### config.mk
export PLATFORM = sky130hd
export DESIGN_NAME = tap_merge
export DESIGN_NICKNAME = d
export VERILOG_FILES = /design/src/hw/rtl/tap_pkg.sv /design/src/hw/rtl/tap_merge.sv
export SDC_FILE = /design/constraint.sdc
export NUM_CORES = 1
export LEC_CHECK = 0
export BUFFER_PORTS_ARGS = -buffer_cell sky130_fd_sc_hd__clkbuf_2
export CORE_ASPECT_RATIO = 0.9
export CORE_MARGIN = 8
export CORE_UTILIZATION = 40
export DETAILED_ROUTE_END_ITERATION = 8
export PLACE_DENSITY = 0.86
export SETUP_SLACK_MARGIN = 0.4
export SKIP_LAST_GASP = 1
export SLEW_MARGIN = 20
export SYNTH_ARGS = -nofsm -noshare
export SYNTH_HDL_FRONTEND = slang
export SYNTH_SLANG_ARGS = --single-unit
### constraint.sdc
create_clock -name i_clk -period 1.2 [get_ports i_clk]
set_input_delay 0.24 -clock i_clk [delete_from_list [all_inputs] [get_ports i_clk]]
set_output_delay 0.24 -clock i_clk [all_outputs]
set_load 0.05 [all_outputs]
### src/hw/rtl/tap_pkg.sv
// Shared types and constants of the three-axis attitude PID.
`default_nettype none

package tap_pkg;

    localparam int STICK_W     = 11;
    localparam int MEAS_W      = 18;
    localparam int GAIN_W      = 16;
    localparam int INTEG_W     = 32;
    localparam int SUM_W       = 40;
    localparam int DRIVE_W     = 24;
    localparam int LANE_STAGES = 11;

    localparam int STICK_CENTER = 1024;
    // 1920/672 reduces to 20/7 and 9600/672 to 100/7
    localparam int SP_GAIN_ANGLE = 20;
    localparam int SP_GAIN_RATE  = 100;

    // floor(n/7) = (n*RECIP7) >> 20 for n below 2^18
    localparam int              RECIP7_W  = 18;
    localparam logic [17:0]     RECIP7    = 18'd149797;
    localparam int              RECIP7_SH = 20;

    // floor(n/1000) = (n*RECIP_KA) >> 41 for n below 2^32
    localparam int              RECIP_KA_W  = 32;
    localparam logic [31:0]     RECIP_KA    = 32'd2199023256;
    localparam int              RECIP_KA_SH = 41;

    // floor(n/1000) = (n*RECIP_KB) >> 36 for n below 2^26
    localparam int              RECIP_KB_W  = 27;
    localparam logic [26:0]     RECIP_KB    = 27'd68719477;
    localparam int              RECIP_KB_SH = 36;

    localparam int KI_DIV = 1000;

    localparam logic [GAIN_W-1:0] KP_ROLL_RST  = 16'd1536;
    localparam logic [GAIN_W-1:0] KI_ROLL_RST  = 16'd0;
    localparam logic [GAIN_W-1:0] KD_ROLL_RST  = 16'd384;
    localparam logic [GAIN_W-1:0] KP_PITCH_RST = 16'd1536;
    localparam logic [GAIN_W-1:0] KI_PITCH_RST = 16'd0;
    localparam logic [GAIN_W-1:0] KD_PITCH_RST = 16'd384;
    localparam logic [GAIN_W-1:0] KP_YAW_RST   = 16'd512;
    localparam logic [GAIN_W-1:0] KD_YAW_RST   = 16'd1024;

    typedef enum logic [2:0] {
        CFG_KP_ROLL  = 3'd0,
        CFG_KI_ROLL  = 3'd1,
        CFG_KD_ROLL  = 3'd2,
        CFG_KP_PITCH = 3'd3,
        CFG_KI_PITCH = 3'd4,
        CFG_KD_PITCH = 3'd5,
        CFG_KP_YAW   = 3'd6,
        CFG_KD_YAW   = 3'd7
    } t_cfg_idx;

    typedef struct packed {
        logic adv;   // all stages shift
        logic upd;   // integral takes the new sum
    } t_lane_ctl;

endpackage

`default_nettype wire

### src/hw/rtl/tap_merge.sv
// Merge stage: scale and saturate the three lane sums into the output register.
`default_nettype none

module tap_merge
    import tap_pkg::*;
(
    input  logic                      i_clk,
    input  logic                      i_rst_n,
    input  logic                      i_adv,
    input  logic                      i_vld,
    input  logic signed [SUM_W-1:0]   i_sum_roll,
    input  logic signed [SUM_W-1:0]   i_sum_pitch,
    input  logic signed [SUM_W-1:0]   i_sum_yaw,
    input  logic [STICK_W-1:0]        i_throttle,
    output logic                      o_valid,
    output logic signed [DRIVE_W-1:0] o_roll,
    output logic signed [DRIVE_W-1:0] o_pitch,
    output logic signed [DRIVE_W-1:0] o_yaw,
    output logic [STICK_W-1:0]        o_throttle
);

    localparam int QW = SUM_W - 8;

    function automatic logic signed [DRIVE_W-1:0] drive_sat(input logic signed [SUM_W-1:0] s);
        logic signed [QW-1:0] q;
        logic signed [DRIVE_W-1:0] d;
        // floor divide by 256
        q = QW'(s >>> 8);
        if (q[QW-1:DRIVE_W-1] == '0 || q[QW-1:DRIVE_W-1] == '1) begin
            d = q[DRIVE_W-1:0];
        end else if (q[QW-1]) begin
            d = {1'b1, {(DRIVE_W - 1){1'b0}}};
        end else begin
            d = {1'b0, {(DRIVE_W - 1){1'b1}}};
        end
        return d;
    endfunction

    logic                      r_valid;
    logic signed [DRIVE_W-1:0] r_roll;
    logic signed [DRIVE_W-1:0] r_pitch;
    logic signed [DRIVE_W-1:0] r_yaw;
    logic [STICK_W-1:0]        r_throttle;

    always_ff @(posedge i_clk) begin
        if (!i_rst_n) begin
            r_valid <= 1'b0;
        end else if (i_adv) begin
            r_valid <= i_vld;
        end
    end

    always_ff @(posedge i_clk) begin
        if (i_adv) begin
            r_roll     <= drive_sat(i_sum_roll);
            r_pitch    <= drive_sat(i_sum_pitch);
            r_yaw      <= drive_sat(i_sum_yaw);
            r_throttle <= i_throttle;
        end
    end

    assign o_valid    = r_valid;
    assign o_roll     = r_roll;
    assign o_pitch    = r_pitch;
    assign o_yaw      = r_yaw;
    assign o_throttle = r_throttle;

endmodule

`default_nettype wire

==> impl_metrics.csv <==
group,metric,value,unit
sta,worst-slew-pin-transition,0.7750,ns
detailed_routing,wl_per_cell,20.82,um
clocking,ctsHoldBuffers,0,
clocking,cts_root_buf,"clkbuf_8",
sta,fin_crit_sh,99.80,%
grt,grt_overflow,0,
logic_synthesis,yosysMostFrequentCell,"edfxtp_1",
sta,period_needed,1.198,ns
clocking,cts_tree,"done",
logic_synthesis,syn-num-nets,405,
critical_path,crit_fanout,1,
critical_path,slowest_delay,0.44,ns
grt,grt_usage,17.99,%
clocking,clk_pin_slew_worst_paths,0.09,ns
min_path,hold_depth,1,
cells_and_area,antenna_cells_inserted,0,
detailed_routing,wl,12.55,mm
cells_and_area,drive_above_1_share,60.59,%
critical_path,reg2reg_to,"o_valid",
logic_synthesis,synth_async_sr_flop_share,0,%
sta,rsz0062_at_grt,"true",
critical_path,critical_path_arrival,0.96,ns
sta,fin_hold_ws,0.07344,ns
logic_synthesis,ys_seq_area_share,65.47,%
logic_synthesis,yosys_warnings,0,
floorplan,dieArea,0.01299,mm^2
critical_path,cp_data_required_time,0.96,ns
critical_path,path_delay_family,"flip-flops",
logic_synthesis,ys.flop_type,"edfxtp_1",
critical_path,critPathSlowestCell,"edfxtp_1",
sta,slew_viol_final,0,
placed_design,routabilityCongestion,0.7908,
floorplan,dieWidth,119.2,um
critical_path,crit_path_cell_trace,"buf_8",
sta,fin_setup_tns,0,ns
critical_path,r2r_setup_slack,0.40,ns
logic_synthesis,synth_edf_count,83,
sta,skew,0,ns
detailed_routing,avgViaCountPerCell,5.502,
logic_synthesis,synth_top_cells_by_area,"edfxtp_1 65%, a2bb2oi_1 10%, nand3_1 6.1%, o211a_1 6.0%, nand2b_1 2.1%",
min_path,min_from,"i_throttle[9]",
critical_path,startpoint_type,"register",
grt,grt_pass1_wl,18.42,mm
floorplan,io-pin-count,219,
logic_synthesis,ys_top_cells_by_count,"83 x edfxtp_1, 47 x nand3_1, 46 x a2bb2oi_1",
flow_run,max_cap_violations,0,
critical_path,critical_path.endpoint_type,"primary output",
clocking,h-tree-depth,3,
power,p_leak,0.002695,uW
sta,finalSetupViolCount,0,
grt,grt_pass1_vias,3515,
detailed_routing,first_pass_iters,5,
grt,antenna_found_initial,0,
detailed_routing,drc_errors,0,
logic_synthesis,yosysUniqueCellTypes,19,
logic_synthesis,synth.avg_cell_area,14.21,um^2
clocking,cts_sinks,84,
critical_path,r2r-start,"o_valid",
detailed_routing,drt-initial-drc-count,172,
critical_path,critPathKind,"register to primary output",
min_path,hold_class,"input pin to register",
cells_and_area,syn_to_final_growth,70.17,%
critical_path,cp.buffers_inverters,1,
cells_and_area,nets,607,
placed_design,port_buffers,194,
floorplan,initial_core_util,40.45,%
logic_synthesis,syn_area,0.003837,mm^2
detailed_routing,num_vias,3318,
critical_path,startpoint,"o_yaw[18]",
floorplan,fp-row-count,34,
min_path,worstHoldEndpoint,"o_throttle[9]",
grt,grt_max_degree,29,
detailed_routing,detail-route-antenna-nets,0,
floorplan,coreArea,0.009487,mm^2
sta,max_freq,835.0,MHz
floorplan,dieHeight,108.9,um
power,ir_drop,0.7070,mV
sta,maxSlewHeadroom,48.34,%
status,status,"completed",
placed_design,dpl.hpwl,8.375,mm
clocking,cts_buffers,9,
logic_synthesis,netlist_instances,270,
logic_synthesis,synth_top_area_share,64.95,%
logic_synthesis,ys_seq_elements,84,
clocking,clock_latency,0.34,ns
power,cellPowerDensity,1250,mW/mm^2
sta,hold_violations,0,
logic_synthesis,synth_largest_area_cell,"edfxtp_1",
critical_path,r2r_cells,3,
clocking,clockBufferDepth,2,
## where the power goes
part	total (uW)	internal (uW)	switching [uW]
sequential	3620	3500	123
clock	2370	1390	980
combinational	2180	897	1280
## worst max-delay path by stage
| stage | endpoint | cells past startpoint | slack (ns) |
|---|---|---|---|
| 3_3_place_gp | o_roll[8] | 5 | -0.15 |
| 4_1_cts | o_throttle[9] | 1 | -0.03 |
| 5_1_grt | o_roll[17] | 1 | -0.05 |
| 3_5_place_dp | o_roll[21] | 5 | -0.19 |
| 2_1_floorplan | o_roll[0] | 4 | -0.0003 |
| 6_report | o_yaw[18] | 1 | 0.002 |
## layer usage
metal | global-route usage [%] | routed length [um] | vias to the layer above
li1 | - | - | 1488
met1 | 17.44 | 4270 | 1626
met2 | 31.90 | 6558 | 174
met3 | 7.919 | 1246 | 30
met4 | 10.19 | 476 | 0
met5 | 0 | 0 | -
## cell usage in the layout (no fill, tap or decap), drive strengths merged
cell type,Yosys,layout
and4,4,4
buf,19,55
clkinvlp,0,1
nand2b,13,13
dfxtp,1,1
a2bb2oi,46,46
nor2b,1,1
o31ai,1,1
nand4,1,1
bufinv,0,3
o211a,23,23
edfxtp,83,83
inv,1,1
nand3,47,47
or2b,10,10
clkbuf,10,177
nand2,3,3
mux2i,1,1
nor4,6,6
## cell type report
cell class | count | area (um^2)
inverters | 1 | 3.754
fillers | 661 | 2957
flip-flops and latches | 84 | 2514
clock buffers | 12 | 135.1
multi-input cells | 156 | 1531
clock inverters | 4 | 97.59
well taps | 126 | 157.7
repair buffers | 220 | 2091
## through the flow
stage                     utilization [%]  std cells  worst slack, ns  power (uW)  area (um^2)
after global routing                68.83        603         -0.04761        8434         6530
after detailed placement            54.02        582          -0.1917        5315         5125
final                               68.83        603         0.002445        8163         6530
after floorplan                         -        270       -0.0002790        4701         3961
after CTS                           66.02        600         -0.02528        8098         6264
after global placement              54.02        582          -0.1530        5273         5125
## state kept, by name, indices dropped and copies added, names as in the netlist
signal and count:
o_throttle 11, o_valid 1, o_roll 24, o_pitch 24, o_yaw 24
## kinds of logic (layout without fill, tap and decap cells)
logic type / count (synthesis) / after routing / synth area share [%]
simple gates: 85 / 85 / 12.88
flops: 84 / 84 / 65.47
compound gates: 70 / 70 / 17.05
buf+inv: 30 / 237 / 4.336
mux: 1 / 1 / 0.2609
## repair_timing
item                                    4_1_cts  5_1_grt
endpoints found under the hold margin         0        0
gates cloned                                  2        2
buffers inserted                              0        1
gates resized for setup                     196       65
endpoints found under the setup margin      153      153
pin swaps                                     2        4
No activity file was read; power rests on OpenSTA's default activity.
